==> config.mk <==
export PLATFORM = sky130hd
export DESIGN_NAME = meter_reading_digit_formatter
export DESIGN_NICKNAME = d
export VERILOG_FILES = /design/src/rtl/mrdf_pkg.sv /design/src/rtl/meter_reading_digit_formatter.sv
export SDC_FILE = /design/constraint.sdc
export NUM_CORES = 1
export LEC_CHECK = 0
export BUFFER_PORTS_ARGS = -buffer_cell sky130_fd_sc_hd__buf_4
export CAP_MARGIN = 20
export CORE_AREA = 2 2 168 170
export DETAILED_ROUTE_END_ITERATION = 10
export DIE_AREA = 0 0 170 172
export GPL_ROUTABILITY_DRIVEN = 0
export GPL_TIMING_DRIVEN = 0
export PLACE_DENSITY = 0.77
export REMOVE_ABC_BUFFERS = 1
export SLEW_MARGIN = 10
export SYNTH_ARGS = -nofsm -noshare
export SYNTH_HDL_FRONTEND = slang
export SYNTH_SLANG_ARGS = --single-unit
==> constraint.sdc <==
create_clock -name aclk -period 5.83 [get_ports aclk]
set_input_delay 1.166 -clock aclk [delete_from_list [all_inputs] [get_ports aclk]]
set_output_delay 1.166 -clock aclk [all_outputs]
set_load 0.01 [all_outputs]
==> src/rtl/mrdf_pkg.sv <==
`default_nettype none

package mrdf_pkg;

    localparam int SAMPLE_BITS = 10;
    localparam int SCALE_BITS  = 16;

    // The voltage multiplier retires two sample bits a cycle, so an odd width is padded.
    localparam int MUL_BITS = SAMPLE_BITS + (SAMPLE_BITS % 2);
    localparam int VSTEPS   = MUL_BITS / 2;
    localparam int VPROD_W  = SCALE_BITS + MUL_BITS;
    localparam int VHI_W    = SCALE_BITS + 2;
    localparam int VSHIFT   = 10;
    localparam int VT_W     = VPROD_W - VSHIFT;

    localparam int DIFF_BITS = 8;
    localparam int GAIN_BITS = 9;
    localparam int CSTEPS    = DIFF_BITS / 2;
    localparam int CPROD_W   = GAIN_BITS + DIFF_BITS;
    localparam int CHI_W     = GAIN_BITS + 2;
    localparam int CSHIFT    = 8;
    localparam int CT_W      = CPROD_W - CSHIFT;

    localparam int CNT_W = $clog2(VSTEPS + 1);

    localparam int IN_TDATA_W  = ((2 * SAMPLE_BITS + 2 + 7) / 8) * 8;
    localparam int OUT_TDATA_W = 32;

    localparam logic [1:0] ROW_BAT = 2'd0;
    localparam logic [1:0] ROW_OUT = 2'd1;
    localparam logic [1:0] ROW_CUR = 2'd2;

    localparam logic [1:0] MODE_OFF = 2'd0;
    localparam logic [1:0] MODE_LOW = 2'd1;
    localparam logic [1:0] MODE_MID = 2'd2;

    localparam logic [GAIN_BITS-1:0] GAIN_LOW  = 9'd155;
    localparam logic [GAIN_BITS-1:0] GAIN_MID  = 9'd233;
    localparam logic [GAIN_BITS-1:0] GAIN_HIGH = 9'd388;

    localparam logic [VT_W-1:0] OVER_V  = VT_W'(145);
    localparam logic [VT_W-1:0] UNDER_V = VT_W'(70);
    localparam logic [CT_W-1:0] OVER_I  = CT_W'(99);

    localparam logic [4:0] GLYPH_ZERO  = 5'd0;
    localparam logic [4:0] GLYPH_BLANK = 5'd16;
    localparam logic [4:0] GLYPH_POINT = 5'd19;
    localparam logic [4:0] GLYPH_U     = 5'd23;
    localparam logic [4:0] GLYPH_R     = 5'd26;
    localparam logic [4:0] GLYPH_V     = 5'd30;
    localparam logic [4:0] GLYPH_N     = 5'd31;

    localparam logic [2:0] ADDR_OUT_SCALE = 3'd4;

    typedef enum logic [2:0] {
        ST_IDLE,
        ST_MULV,
        ST_VFMT,
        ST_MULC,
        ST_CFMT,
        ST_EMIT
    } state_t;

    typedef struct packed {
        logic [7:0] value;
        logic [4:0] a;
        logic [4:0] b;
        logic [4:0] c;
        logic [4:0] d;
    } disp_row_t;

    typedef struct packed {
        logic [4:0] hund;
        logic [4:0] tens;
        logic [4:0] units;
    } digits_t;

    function automatic logic [GAIN_BITS-1:0] gain_of(input logic [1:0] mode);
        logic [GAIN_BITS-1:0] g;
        case (mode)
            MODE_LOW: g = GAIN_LOW;
            MODE_MID: g = GAIN_MID;
            default:  g = GAIN_HIGH;
        endcase
        return g;
    endfunction

    // Valid for values up to 199; tens come from a multiply by 205/2048.
    function automatic digits_t dec_digits(input logic [7:0] v);
        logic        h;
        logic [6:0]  rem;
        logic [14:0] prod;
        logic [3:0]  tens;
        logic [6:0]  units;
        digits_t     r;
        h     = (v >= 8'd100);
        rem   = h ? 7'(v - 8'd100) : v[6:0];
        prod  = 15'(rem) * 15'd205;
        tens  = prod[14:11];
        units = rem - 7'(7'(tens) * 7'd10);
        r.hund  = {4'b0, h};
        r.tens  = {1'b0, tens};
        r.units = {1'b0, units[3:0]};
        return r;
    endfunction

    function automatic disp_row_t format_voltage(input logic [VT_W-1:0] t);
        disp_row_t r;
        digits_t   dg;
        dg      = dec_digits(t[7:0]);
        r.value = t[7:0];
        if (t > OVER_V) begin
            r.a = GLYPH_ZERO;
            r.b = GLYPH_V;
            r.c = GLYPH_R;
            r.d = GLYPH_BLANK;
        end else if (t < UNDER_V) begin
            r.a = GLYPH_U;
            r.b = GLYPH_ZERO;
            r.c = GLYPH_N;
            r.d = GLYPH_BLANK;
        end else begin
            r.a = dg.hund;
            r.b = dg.tens;
            r.c = GLYPH_POINT;
            r.d = dg.units;
        end
        return r;
    endfunction

    function automatic disp_row_t format_current(input logic charging,
                                                 input logic [CT_W-1:0] t);
        disp_row_t r;
        digits_t   dg;
        dg = dec_digits(t[7:0]);
        if (!charging) begin
            r.value = 8'd0;
            r.a     = GLYPH_BLANK;
            r.b     = GLYPH_ZERO;
            r.c     = GLYPH_POINT;
            r.d     = GLYPH_ZERO;
        end else if (t > OVER_I) begin
            r.value = t[7:0];
            r.a     = GLYPH_ZERO;
            r.b     = GLYPH_V;
            r.c     = GLYPH_R;
            r.d     = GLYPH_BLANK;
        end else begin
            r.value = t[7:0];
            r.a     = GLYPH_BLANK;
            r.b     = dg.tens;
            r.c     = GLYPH_POINT;
            r.d     = dg.units;
        end
        return r;
    endfunction

endpackage

`default_nettype wire

==> src/rtl/meter_reading_digit_formatter.sv <==
// Turns one battery sample, one output sample and a charge mode into three display rows
// (battery volts, output volts, charge current), each as a scaled value and four glyph
// codes, delivered in row order with tlast on the current row. Both voltage products are
// formed by shift-and-add units that take two sample bits a cycle, the current product by
// a third such unit over the eight-bit voltage difference, and formatting follows in a
// state of its own after the voltage products and again after the current product. A new
// item is taken only once the current row of the last item is in the output register;
// that row may still wait there while the next item is being worked on. The scale
// registers sit at byte addresses 0 and 4.
`default_nettype none

module meter_reading_digit_formatter (
    input  logic                               aclk,
    input  logic                               aresetn,
    input  logic                               s_tvalid,
    output logic                               s_tready,
    // battery_sample, output_sample, charge_mode from bit 0 up; zero padded.
    input  logic [mrdf_pkg::IN_TDATA_W-1:0]    s_tdata,
    output logic                               m_tvalid,
    input  logic                               m_tready,
    // scaled_value, glyph_a, glyph_b, glyph_c, glyph_d from bit 0 up; zero padded.
    output logic [mrdf_pkg::OUT_TDATA_W-1:0]   m_tdata,
    // row
    output logic [1:0]                         m_tuser,
    output logic                               m_tlast,
    input  logic                               psel,
    input  logic                               penable,
    input  logic                               pwrite,
    input  logic [2:0]                         paddr,
    input  logic [31:0]                        pwdata,
    output logic [31:0]                        prdata,
    output logic                               pready
);
    import mrdf_pkg::*;

    state_t                state_reg, state_next;
    logic [CNT_W-1:0]      cnt_reg, cnt_next;
    logic [VPROD_W-1:0]    pbat_reg, pbat_next;
    logic [VPROD_W-1:0]    pout_reg, pout_next;
    logic [CPROD_W-1:0]    pcur_reg, pcur_next;
    logic [GAIN_BITS-1:0]  gain_reg, gain_next;
    logic [1:0]            mode_reg, mode_next;
    logic                  chg_reg, chg_next;
    disp_row_t             rows_reg [3];
    disp_row_t             rows_next [3];
    logic [1:0]            emit_reg, emit_next;
    logic                  m_valid_reg, m_valid_next;
    logic [1:0]            m_row_reg, m_row_next;
    disp_row_t             m_data_reg, m_data_next;
    logic [SCALE_BITS-1:0] bat_scale_reg, bat_scale_next;
    logic [SCALE_BITS-1:0] out_scale_reg, out_scale_next;

    logic                  in_fire;
    logic                  out_free;
    logic                  cfg_write;
    logic [SAMPLE_BITS-1:0] in_bat;
    logic [SAMPLE_BITS-1:0] in_out;
    logic [1:0]            in_mode;
    logic [VHI_W-1:0]      bat_hi;
    logic [VHI_W-1:0]      out_hi;
    logic [CHI_W-1:0]      cur_hi;
    logic [VT_W-1:0]       t_bat;
    logic [VT_W-1:0]       t_out;
    logic [7:0]            bat8;
    logic [7:0]            out8;
    logic                  charging;

    assign in_bat  = s_tdata[SAMPLE_BITS-1:0];
    assign in_out  = s_tdata[2*SAMPLE_BITS-1:SAMPLE_BITS];
    assign in_mode = s_tdata[2*SAMPLE_BITS+1:2*SAMPLE_BITS];

    assign in_fire   = s_tvalid && s_tready;
    assign out_free  = !m_valid_reg || m_tready;
    assign cfg_write = psel && penable && pwrite;

    // Each step adds two multiplier bits times the multiplicand into the upper half and
    // shifts the whole product right, so the multiplier bits drain out of the low end.
    assign bat_hi = {2'b0, pbat_reg[VPROD_W-1:MUL_BITS]}
                  + VHI_W'(VHI_W'(pbat_reg[1:0]) * VHI_W'(bat_scale_reg));
    assign out_hi = {2'b0, pout_reg[VPROD_W-1:MUL_BITS]}
                  + VHI_W'(VHI_W'(pout_reg[1:0]) * VHI_W'(out_scale_reg));
    assign cur_hi = {2'b0, pcur_reg[CPROD_W-1:DIFF_BITS]}
                  + CHI_W'(CHI_W'(pcur_reg[1:0]) * CHI_W'(gain_reg));

    assign t_bat    = pbat_reg[VPROD_W-1:VSHIFT];
    assign t_out    = pout_reg[VPROD_W-1:VSHIFT];
    assign bat8     = t_bat[7:0];
    assign out8     = t_out[7:0];
    assign charging = (mode_reg != MODE_OFF) && (out8 >= bat8);

    always_comb begin
        state_next = state_reg;
        case (state_reg)
            ST_IDLE: begin
                if (in_fire) begin
                    state_next = ST_MULV;
                end
            end
            ST_MULV: begin
                if (cnt_reg == CNT_W'(VSTEPS - 1)) begin
                    state_next = ST_VFMT;
                end
            end
            ST_VFMT: state_next = ST_MULC;
            ST_MULC: begin
                if (cnt_reg == CNT_W'(CSTEPS - 1)) begin
                    state_next = ST_CFMT;
                end
            end
            ST_CFMT: state_next = ST_EMIT;
            ST_EMIT: begin
                if (out_free && emit_reg == ROW_CUR) begin
                    state_next = ST_IDLE;
                end
            end
            default: state_next = ST_IDLE;
        endcase
    end

    always_comb begin
        s_tready       = 1'b0;
        cnt_next       = cnt_reg;
        pbat_next      = pbat_reg;
        pout_next      = pout_reg;
        pcur_next      = pcur_reg;
        gain_next      = gain_reg;
        mode_next      = mode_reg;
        chg_next       = chg_reg;
        rows_next      = rows_reg;
        emit_next      = emit_reg;
        m_valid_next   = m_valid_reg;
        m_row_next     = m_row_reg;
        m_data_next    = m_data_reg;
        bat_scale_next = bat_scale_reg;
        out_scale_next = out_scale_reg;

        if (m_valid_reg && m_tready) begin
            m_valid_next = 1'b0;
        end

        case (state_reg)
            ST_IDLE: begin
                s_tready  = 1'b1;
                cnt_next  = '0;
                pbat_next = {{SCALE_BITS{1'b0}}, MUL_BITS'(in_bat)};
                pout_next = {{SCALE_BITS{1'b0}}, MUL_BITS'(in_out)};
                mode_next = in_mode;
                gain_next = gain_of(in_mode);
            end
            ST_MULV: begin
                cnt_next  = cnt_reg + 1'b1;
                pbat_next = {bat_hi, pbat_reg[MUL_BITS-1:2]};
                pout_next = {out_hi, pout_reg[MUL_BITS-1:2]};
            end
            ST_VFMT: begin
                cnt_next     = '0;
                rows_next[0] = format_voltage(t_bat);
                rows_next[1] = format_voltage(t_out);
                chg_next     = charging;
                pcur_next    = {{GAIN_BITS{1'b0}}, charging ? 8'(out8 - bat8) : 8'd0};
            end
            ST_MULC: begin
                cnt_next  = cnt_reg + 1'b1;
                pcur_next = {cur_hi, pcur_reg[DIFF_BITS-1:2]};
            end
            ST_CFMT: begin
                rows_next[2] = format_current(chg_reg, pcur_reg[CPROD_W-1:CSHIFT]);
                emit_next    = ROW_BAT;
            end
            ST_EMIT: begin
                if (out_free) begin
                    m_valid_next = 1'b1;
                    m_row_next   = emit_reg;
                    m_data_next  = rows_reg[emit_reg];
                    emit_next    = emit_reg + 1'b1;
                end
            end
            default: ;
        endcase

        if (cfg_write) begin
            if (paddr[2]) begin
                out_scale_next = pwdata[SCALE_BITS-1:0];
            end else begin
                bat_scale_next = pwdata[SCALE_BITS-1:0];
            end
        end
    end

    always_ff @(posedge aclk) begin
        if (!aresetn) begin
            state_reg     <= ST_IDLE;
            m_valid_reg   <= 1'b0;
            bat_scale_reg <= SCALE_BITS'(1024);
            out_scale_reg <= SCALE_BITS'(1024);
        end else begin
            state_reg     <= state_next;
            m_valid_reg   <= m_valid_next;
            bat_scale_reg <= bat_scale_next;
            out_scale_reg <= out_scale_next;
        end
    end

    always_ff @(posedge aclk) begin
        cnt_reg    <= cnt_next;
        pbat_reg   <= pbat_next;
        pout_reg   <= pout_next;
        pcur_reg   <= pcur_next;
        gain_reg   <= gain_next;
        mode_reg   <= mode_next;
        chg_reg    <= chg_next;
        rows_reg   <= rows_next;
        emit_reg   <= emit_next;
        m_row_reg  <= m_row_next;
        m_data_reg <= m_data_next;
    end

    assign m_tvalid = m_valid_reg;
    assign m_tuser  = m_row_reg;
    assign m_tlast  = (m_row_reg == ROW_CUR);
    assign m_tdata  = OUT_TDATA_W'({m_data_reg.d, m_data_reg.c, m_data_reg.b,
                                    m_data_reg.a, m_data_reg.value});

    assign pready = 1'b1;
    assign prdata = (paddr == ADDR_OUT_SCALE) ? {16'b0, out_scale_reg}
                  : (paddr[2] ? {16'b0, out_scale_reg} : {16'b0, bat_scale_reg});

    a_row_valid: assert property (@(posedge aclk) disable iff (!aresetn)
        m_tvalid |-> (m_tuser == ROW_BAT || m_tuser == ROW_OUT || m_tuser == ROW_CUR))
        else $error("result row code out of range");

    a_point_slot: assert property (@(posedge aclk) disable iff (!aresetn)
        m_tvalid |-> (m_tdata[22:18] == GLYPH_POINT || m_tdata[22:18] == GLYPH_R
                      || m_tdata[22:18] == GLYPH_N))
        else $error("third glyph is not a point or pattern glyph");

    a_current_digits: assert property (@(posedge aclk) disable iff (!aresetn)
        (m_tvalid && m_tuser == ROW_CUR && m_tdata[12:8] == GLYPH_BLANK)
        |-> (m_tdata[22:18] == GLYPH_POINT && m_tdata[17:13] <= 5'd9
             && m_tdata[27:23] <= 5'd9))
        else $error("current row digits malformed");

    a_row_order: assert property (@(posedge aclk) disable iff (!aresetn)
        (m_tvalid && m_tready && m_tuser == ROW_BAT) |=> (m_tvalid && m_tuser == ROW_OUT))
        else $error("output row does not follow battery row");

    a_busy_no_accept: assert property (@(posedge aclk) disable iff (!aresetn)
        (in_fire) |=> (!s_tready && state_reg == ST_MULV && cnt_reg == '0))
        else $error("accepted item did not start the voltage multiply");

endmodule

`default_nettype wire

* Word level (Yosys, flattened, before mapping)
Cells that the tools add are included.
Cells by class: $lt $le $gt $ge 10, div/mod/pow operators 0, muxes and demuxes 28, reduce and logical (&&, ||, !) cells 24, equality and inequality tests 17, bitwise operators 3, multiply operators 9, shift-type cells 0, $add $sub $neg 12
Operators with widths (number):
- $pmux W26 S2 | 2
- $mux W20 | 3
- $bmux W28 S2 | 1
- $mux W28 | 2
- $mul A7 B8 Y15 const B | 3
- $add A16 B18 Y18 | 2
- $mul A2 B16 Y18 | 2
- $pmux W17 S2 | 1
- $gt A16 B8 Y1 const B | 2
- $lt A16 B7 Y1 const B | 2
- $mux W16 | 2
- $ge A8 B7 Y1 const B | 3
- $mux W7 | 3
- $sub A7 B7 Y7 const B | 3
- $pmux W3 S6 | 1
- $pmux W9 S2 | 1
- $eq A3 B3 Y1 const B | 4
- $mul A4 B3 Y3 const B | 3
- $mux W3 | 4
- $sub A4 B4 Y4 | 3
- $add A9 B11 Y11 | 1
- $mul A2 B9 Y11 | 1
- $ne A2 B2 Y1 const B | 5
- $reduce_bool A2 Y1 | 5
- other kinds (24) | 44
Storage, ports and cells: memory bits (read-only) 0, memories kept 0, bits in registers 236, output and inout bits 70, word-level logic and storage cells 142, RAM bits 0, bits in latches 0, input bits 66

* Depth between registers and ports, before layout
Gate-level depths: netlist of the first run.
word-level depth 6, depth in mapped cells 28, depth with buffers taken out 28

* Least setup slack after synthesis of the first run
Ideal clock, no wire load.
path kind register -> register, from register pout_reg[13], to register rows_reg[31] (netlist bit) (data pin), library setup time 0.259 ns, slack -0.564 ns, period minus slack after synthesis 6.394 ns, stages on the path, launching flop included 27, required time 5.571 ns, arrival time 6.135 ns, buffers on the path 0, path through edfxtp_1 inv_1 ha_1 or3b_1 a211oi_2 o21ai_0 xnor2_1 inv_1 ha_1 ha_1 fa_1 inv_1 fa_1 inv_1 ha_1 nand3_1 nor2_1 or4bb_1 o2111ai_2 xor2_1 ha_1 inv_1 fa_1 xnor2_1 xnor2_1 xnor2_1 nor2_1
On the way: word-level cells in the longest chain between the ends 5, elaborated cells between the ends (all ways) 9, classes of those cells add/sub: 2; mul: 2; order compare: 3; mux: 1; reduce/logical: 1
Ends and longest elaborated chain:
- start, declared | line meter_reading_digit_formatter.sv:39 | logic [VPROD_W-1:0] pout_reg, pout_next;
- start signal, assigned | line meter_reading_digit_formatter.sv:207 | pout_reg <= pout_next;
- $sub A7 B7 Y7 or $ge A8 B7 Y1 (tied branches) | line mrdf_pkg.sv:97, mrdf_pkg.sv:96
- $mux W7 | line mrdf_pkg.sv:97 | rem = h ? 7'(v - 8'd100) : v[6:0];
- $mul A7 B8 Y15 | line mrdf_pkg.sv:98 | prod = 15'(rem) * 15'd205;
- $mul A4 B3 Y3 | line mrdf_pkg.sv:100 | units = rem - 7'(7'(tens) * 7'd10);
- $sub A4 B4 Y4 | line mrdf_pkg.sv:100
- end signal, assigned | line meter_reading_digit_formatter.sv:212 | rows_reg <= rows_next;
- end, declared | line meter_reading_digit_formatter.sv:44 | disp_row_t rows_reg [3];
Parallel ways exist; a longest one is shown, timed or not. A chain may end at the register's enable or synchronous reset.

* Worst setup path in the final report of the first run
Same ends and word-level chain as after synthesis.

==> run summary, run 1 <==
Clk sinks -> 202
Vias/cell -> 5.57
Ys flop type -> edfxtp_1
Diode count -> 0
Top cells by count, synth -> 245 x nand2_1, 191 x inv_1, 166 x edfxtp_1
Die area -> 29,200 µm²
CTS tree -> yes
Num rows -> 61
DRT Pass-1 Iters -> 5
GRT overflow -> 0
Internal power -> 4.22 mW
H-tree depth -> 1
Register area share after synthesis -> 38.5%
Yosys cell types -> 68
Share of flip-flops with an asynchronous set or reset -> 0%
Post-layout min period -> 6.10 ns
IO Count -> 136
Share of Yosys cell area claimed by the top area cell type -> 33.6%
Largest net degree at the start of global routing -> 44
Largest register FFs -> 60
Worst IR Drop VDD -> 0.190 mV
Status -> finished with violations
Area of the multi-input gates -> 8840 µm²
Synth area leader -> edfxtp_1
Max cap viols -> 0
Chip height -> 172 µm
Crit Path Category -> reg2reg
First-pass GRT wire length -> 54,800 µm
Clock transition at path regs -> 0.06 ns
Max Slew Vio Count -> 0
Setup WS post-layout -> -0.268 ns
Yosys warning count -> 0
RSZ-0062 raised after global routing -> true
Longest Clk Path Bufs -> 3
Core area -> 27,500 µm²
Fmax -> 0.164 GHz
Post-synthesis register bit count -> 202
TritonCTS Buffers -> 24
Slew headroom -> 35.4%
Cell count after synthesis -> 1,506
Pwr Total -> 6.77 mW
Worst setup SP type -> flip-flop
Final non-filler cell total -> 2,004
Clk pwr share -> 21.8%
Leakage power figure -> 7.95 nW
Layout cell share with drive strength beyond 1 -> 19.5%
Final setup viols -> 2
R2R setup slack -> -0.27 ns
DRC -> 0
Sequential Power Share -> 28.2%
Post-detailed-route count of antenna-violating nets -> 0
Hpwl dp -> 24,600 µm
Layout area overhead -> 19.7%
Crit. End Element -> flip-flop
PwrDens -> 381 nW/µm²
Violated checks -> negative setup slack
Worst-Skew Late Latency -> 0.51 ns
Hold Vio Cnt, Final -> 0
Tightest Pin Transition -> 0.961 ns
Switching power -> 2.55 mW
Die X -> 170 µm
Port bufs -> 93
Routed wire length per instance -> 17.3 µm
Ranking of synthesized cells by area -> edfxtp_1 34%, ha_1 14%, fa_1 9.3%, nand2_1 6.2%, dfxtp_1 4.9%
Reg area -> 5710 µm²
Number of vias in the routed layout -> 11,200
Net Sw Frac -> 37.7%
CP Max Fanout -> 3
Layout fillers -> 2,021
Starting Density -> 54.0%
Clk_skew -> 0.0170 ns
Logic gate share of total power -> 50.0%
Post-Syn Area -> 14,800 µm²
Initial antenna violation count -> 0
Gr usage total -> 23.5%
Vias in the first global route -> 11,100
Final nets -> 1,940
Final period utilization -> 105%
Root Buffer Master -> clkbuf_16
Post-synth EDFFs -> 166
CP Data Required Time -> 6.09 ns
Syn avg cell area -> 9.85 µm²
Number of DRC markers in iteration 0 -> 620
Critical Path AT -> 6.36 ns
Hold crit path type -> reg2reg
Inst Count DP -> 1,911
Cell with the most instances after synthesis -> nand2_1
Hold_buf cts -> 0
Wirelength, routed -> 34,800 µm
[area by class of cell]
class | instances | area share [%]
Inverter | 191 | 4.10
Multi-Input combinational cell | 1069 | 49.8
Clock inverter | 11 | 0.684
Sequential cell | 202 | 32.1
Tap cell | 346 | 2.44
Timing Repair Buffer | 155 | 7.15
Clock buffer | 30 | 3.69
[logic make-up after synthesis]
group	count (synthesis)	synth area share, %
AOI/OAI and AO/OA	244	10.6
and+or+nand+nor	472	14.3
adders and majority gates	231	23.0
buffers and inverters	255	7.11
other	2	0.0506
DFF	202	38.5
xor gates and xnor gates	58	3.52
muxes	42	3.06
[through the flow]
stage / TNS [ns] / hold slack (ns) / setup slack, ns / area (µm²) / util, %
2_1_floorplan: -1.18 / 0.462 / -0.563 / 14600 / -
3_3_place_gp: -7.11 / 0.480 / -1.18 / 15700 / 57.1
3_5_place_dp: -10.23 / 0.490 / -1.45 / 15900 / 57.8
4_1_cts: -0.159 / 0.496 / -0.159 / 17400 / 63.4
5_1_grt: -0.880 / 0.526 / -0.469 / 17800 / 64.6
6_report: -0.363 / 0.492 / -0.268 / 17800 / 64.6
[what timing repair did]
action,4_1_cts,5_1_grt
gates resized for setup,92,47
pin swaps,42,34
setup endpoints to repair,20,8
setup buffers,38,14
gates cloned,0,0
[critical path: stages (launching register included)]
cell	delay, ns
edfxtp_1	0.40
inv_2	0.12
ha_4	0.14
or3b_4	0.40
a211oi_4	0.29
buf_6	0.15
nor2_4	0.06
mux2i_4	0.25
ha_4	0.31
ha_2	0.18
nor2_2	0.05
fa_1	0.54
inv_1	0.06
ha_1	0.29
ha_1	0.28
inv_1	0.09
nor3_2	0.14
or4bb_4	0.55
o2111ai_4	0.10
xor2_2	0.20
ha_2	0.22
inv_2	0.04
fa_2	0.38
xnor2_2	0.22
xnor2_2	0.15
xnor2_1	0.14
nor2_1	0.07
[final timing paths]
check,start,endpoint,depth (start not counted)
worst max register to register,pout_reg[13],rows_reg[31],26
worst min-delay path,out_scale_reg[1],out_scale_reg[1],2
worst max-delay path,pout_reg[13],rows_reg[31],26
worst min register to register,out_scale_reg[1],out_scale_reg[1],2
[layer usage]
metal / up-vias / GRT usage, % / wire (µm) / share of wire [%]
met3: 77 / 2.61 / 1690 / 4.9
met5: - / 0 / 0 / 0
li1: 5332 / - / - / -
met4: 0 / 8.44 / 1180 / 3.4
met2: 359 / 42.4 / 17900 / 51
met1: 5396 / 29.4 / 14000 / 40
[layout by cell type, fill, tap and decap left out, types with 7 or more instances in the layout]
master / n
conb_1: 22
nor3_1: 19
a21oi_2: 7
and2_1: 24
inv_1: 176
xor2_1: 19
mux2i_1: 22
nor2_1: 78
xnor2_1: 23
o21a_1: 9
or3_1: 9
a21boi_0: 37
nand2_1: 244
edfxtp_1: 166
inv_2: 13
buf_6: 10
ha_1: 138
fa_1: 61
nor2b_1: 20
mux2_2: 16
ha_4: 18
dfxtp_1: 36
nand3_1: 10
o21ai_0: 68
clkbuf_16: 25
fa_2: 8
a21o_1: 13
buf_4: 138
and3_1: 8
o31ai_1: 10
nand2b_1: 17
a21oi_1: 44
[power by group through the flow]
| stage | registers, mW | logic, mW | clock network [mW] |
|---|---|---|---|
| after floorplan | 1.88 | 1.98 | 0 |
| after global placement | 1.95 | 2.42 | 0 |
| after detailed placement | 1.95 | 2.55 | 0 |
| after CTS | 1.91 | 2.99 | 1.49 |
| after global routing | 1.92 | 3.78 | 1.55 |
| final | 1.91 | 3.39 | 1.47 |
No activity file was read; power rests on OpenSTA's default activity.
==> run 2: changes to the inputs <==
--- a/config.mk
+++ b/config.mk
@@ -7,12 +7,12 @@
 export LEC_CHECK = 0
 export BUFFER_PORTS_ARGS = -buffer_cell sky130_fd_sc_hd__buf_4
 export CAP_MARGIN = 20
-export CORE_AREA = 2 2 168 170
+export CORE_AREA = 2 2 162 164
 export DETAILED_ROUTE_END_ITERATION = 10
-export DIE_AREA = 0 0 170 172
+export DIE_AREA = 0 0 164 166
 export GPL_ROUTABILITY_DRIVEN = 0
 export GPL_TIMING_DRIVEN = 0
-export PLACE_DENSITY = 0.77
+export PLACE_DENSITY = 0.78
 export REMOVE_ABC_BUFFERS = 1
 export SLEW_MARGIN = 10
 export SYNTH_ARGS = -nofsm -noshare
==> constraint.sdc (replaced) <==
create_clock -name aclk -period 6.4 [get_ports aclk]
set_input_delay 1.28 -clock aclk [delete_from_list [all_inputs] [get_ports aclk]]
set_output_delay 1.28 -clock aclk [all_outputs]
set_load 0.01 [all_outputs]
==> run 2 against run 1 <==
The flow now finishes without violations; die area is 6.9% lower; critical path depth is the same; sequential cell count did not move; largest power group unchanged.
==> run summary, run 2 (same netlist as run 1, synthesis figures left out) <==
GRT overflow -> 0 (unchanged)
Die area -> 27,200 µm² (-6.9%)
Leakage power figure -> 7.83 nW (-1.6%)
CP peak stage delay -> 0.51 ns (-0.04 ns)
Layout area overhead -> 15.2%
Core area -> 25,600 µm² (-6.8%)
Hold Vio Cnt, Final -> 0 (unchanged)
Num rows -> 59 (-3.3%)
Setup WS post-layout -> 0.193 ns (+0.461 ns)
Hold Path Depth -> 2 (unchanged)
Buf+Inv Stages, Crit Path -> 5 (unchanged)
Crit path top cell by count -> inv_1
Root Buffer Master -> clkbuf_16
Worst-Skew Late Latency -> 0.52 ns (about the same)
Vias in the first global route -> 10,900 (-1.4%)
PwrDens -> 329 nW/µm² (-14%)
DRC -> 0 (unchanged)
Slew headroom -> 35.9% (+0.48 points)
Worst setup SP type -> flip-flop
Setup TNS -> 0 ns (+0.363 ns)
Final non-filler cell total -> 1,971 (-1.6%)
Number of DRC markers in iteration 0 -> 920 (+48%)
Most common cell after layout, fill and taps aside -> nand2_1
Crit. End Element -> flip-flop
Post-layout min period -> 6.21 ns (+0.109 ns)
Wirelength, routed -> 33,400 µm (-3.9%)
CP Max Fanout -> 3 (unchanged)
Number of vias in the routed layout -> 11,000 (-1.6%)
TritonCTS Buffers -> 23 (-4.2%)
H-tree depth -> 1 (unchanged)
Pwr Total -> 5.62 mW (-17%)
Final setup viols -> 0 (-2)
Vias/cell -> 5.58 (about the same)
Worst reg2reg path startpoint -> pout_reg[12]
IO Count -> 136 (unchanged)
Pre-CTS WS -> -0.719 ns (+0.729 ns)
Worst IR Drop VDD -> 0.196 mV (+2.7%)
Slowest cell on the critical path -> fa_1
Final hold slack -> 0.488 ns (-0.00384 ns)
Post-detailed-route count of antenna-violating nets -> 0 (unchanged)
First-pass GRT wire length -> 53,700 µm (-2.0%)
Worst Reg-to-Reg Cells -> 26 (unchanged)
Gr usage total -> 24.5% (+1.0 points)
Largest net degree at the start of global routing -> 37 (-16%)
Starting Density -> 57.9% (+3.9 points)
Inst Count DP -> 1,901 (-0.52%)
CTS tree -> yes
Critical Path AT -> 6.45 ns (+0.09 ns)
Final period utilization -> 97.0% (-7.6 points)
Most frequent cells in the layout -> 245 x nand2_1, 185 x inv_1, 166 x edfxtp_1
Top delay family on crit path -> adder cells
DRT Pass-1 Iters -> 5 (unchanged)
Max Slew Vio Count -> 0 (unchanged)
Tightest Pin Transition -> 0.954 ns (-0.00714 ns)
R2R setup slack -> 0.19 ns (+0.46 ns)
CP Data Required Time -> 6.65 ns (+0.56 ns)
Crit Path Category -> reg2reg
RR Endpoint -> rows_reg[31]
Max cap viols -> 0 (unchanged)
Status -> finished clean
Port bufs -> 93 (unchanged)
Hold wc startpoint -> out_scale_reg[4]
Largest register FFs -> 60 (unchanged)
Clk_skew -> 0.0203 ns (+0.00328 ns)
Routed wire length per instance -> 17.0 µm (-2.3%)
Final nets -> 1,916 (-1.2%)
Hold EP -> out_scale_reg[4]
Die X -> 164 µm (-3.5%)
Chip height -> 166 µm (-3.5%)
Longest Clk Path Bufs -> 3 (unchanged)
Layout cell share with drive strength beyond 1 -> 14.4% (-5.1 points)
Hpwl dp -> 25,000 µm (+1.5%)
Layout fillers -> 1,918 (-5.1%)
Clk sinks -> 202 (unchanged)
Hold crit path type -> reg2reg
Fmax -> 0.161 GHz (-1.8%)
Clock transition at path regs -> 0.06 ns (about the same)
Diode count -> 0 (unchanged)
Initial antenna violation count -> 0 (unchanged)
-- run 2: through the flow --
step	util, %	cell area (µm²)
2_1_floorplan	-	14600
3_3_place_gp	61.2	15700
3_5_place_dp	62.2	15900
4_1_cts	65.8	16800
5_1_grt	66.7	17100
6_report	66.7	17100
-- run 2: worst max path at each step --
| stage | depth (start not counted) | startpoint | to | slack [ns] |
|---|---|---|---|---|
| floorplan | 26 | pout_reg[13] | rows_reg[31] | 0.007 |
| global placement | 26 | pout_reg[13] | rows_reg[31] | -0.68 |
| detailed placement | 26 | pout_reg[13] | rows_reg[31] | -0.72 |
| CTS | 26 | pout_reg[13] | rows_reg[31] | 0.02 |
| global route | 26 | pout_reg[12] | rows_reg[31] | -0.11 |
| finish | 26 | pout_reg[12] | rows_reg[31] | 0.19 |
-- run 2: worst reg2reg max path, delay by kind of cell, from the launching register on --
family	cells	cell delay, ns
AOI/OAI and AO/OA	3	0.55
xor gates and xnor gates	5	0.84
adders and majority gates	8	2.58
buffers and inverters	5	0.39
DFF	1	0.42
and+or+nand+nor	5	1.20
-- run 2: power breakdown --
part	leakage [nW]	switching, mW	internal, mW
registers	1.93	0.132	1.61
clock network	0.375	0.539	0.766
logic	5.52	1.44	1.13
-- run 2: what timing repair did --
item,in CTS,in global routing
pin swaps,4,13
resized for setup,18,23
endpoints found under the setup margin,6,6
hold buffers,0,0
setup buffers,12,16
-- run 2: layout make-up --
class | count | area [µm²] | area share [%]
flip-flops and latches | 202 | 5710 | 33.4
repair buffers | 132 | 1120 | 6.54
clock inverters | 12 | 105 | 0.615
inverters | 191 | 719 | 4.21
multi-input cells | 1069 | 8360 | 49.0
well taps | 335 | 419 | 2.45
clock buffers | 30 | 653 | 3.82
-- run 2: metal layers --
layer	vias up	track usage (%)	wire [µm]
met2	383	41.6	16400
met5	-	0	0
met1	5251	32.6	14200
li1	5287	-	-
met4	0	8.39	997
met3	69	2.95	1820
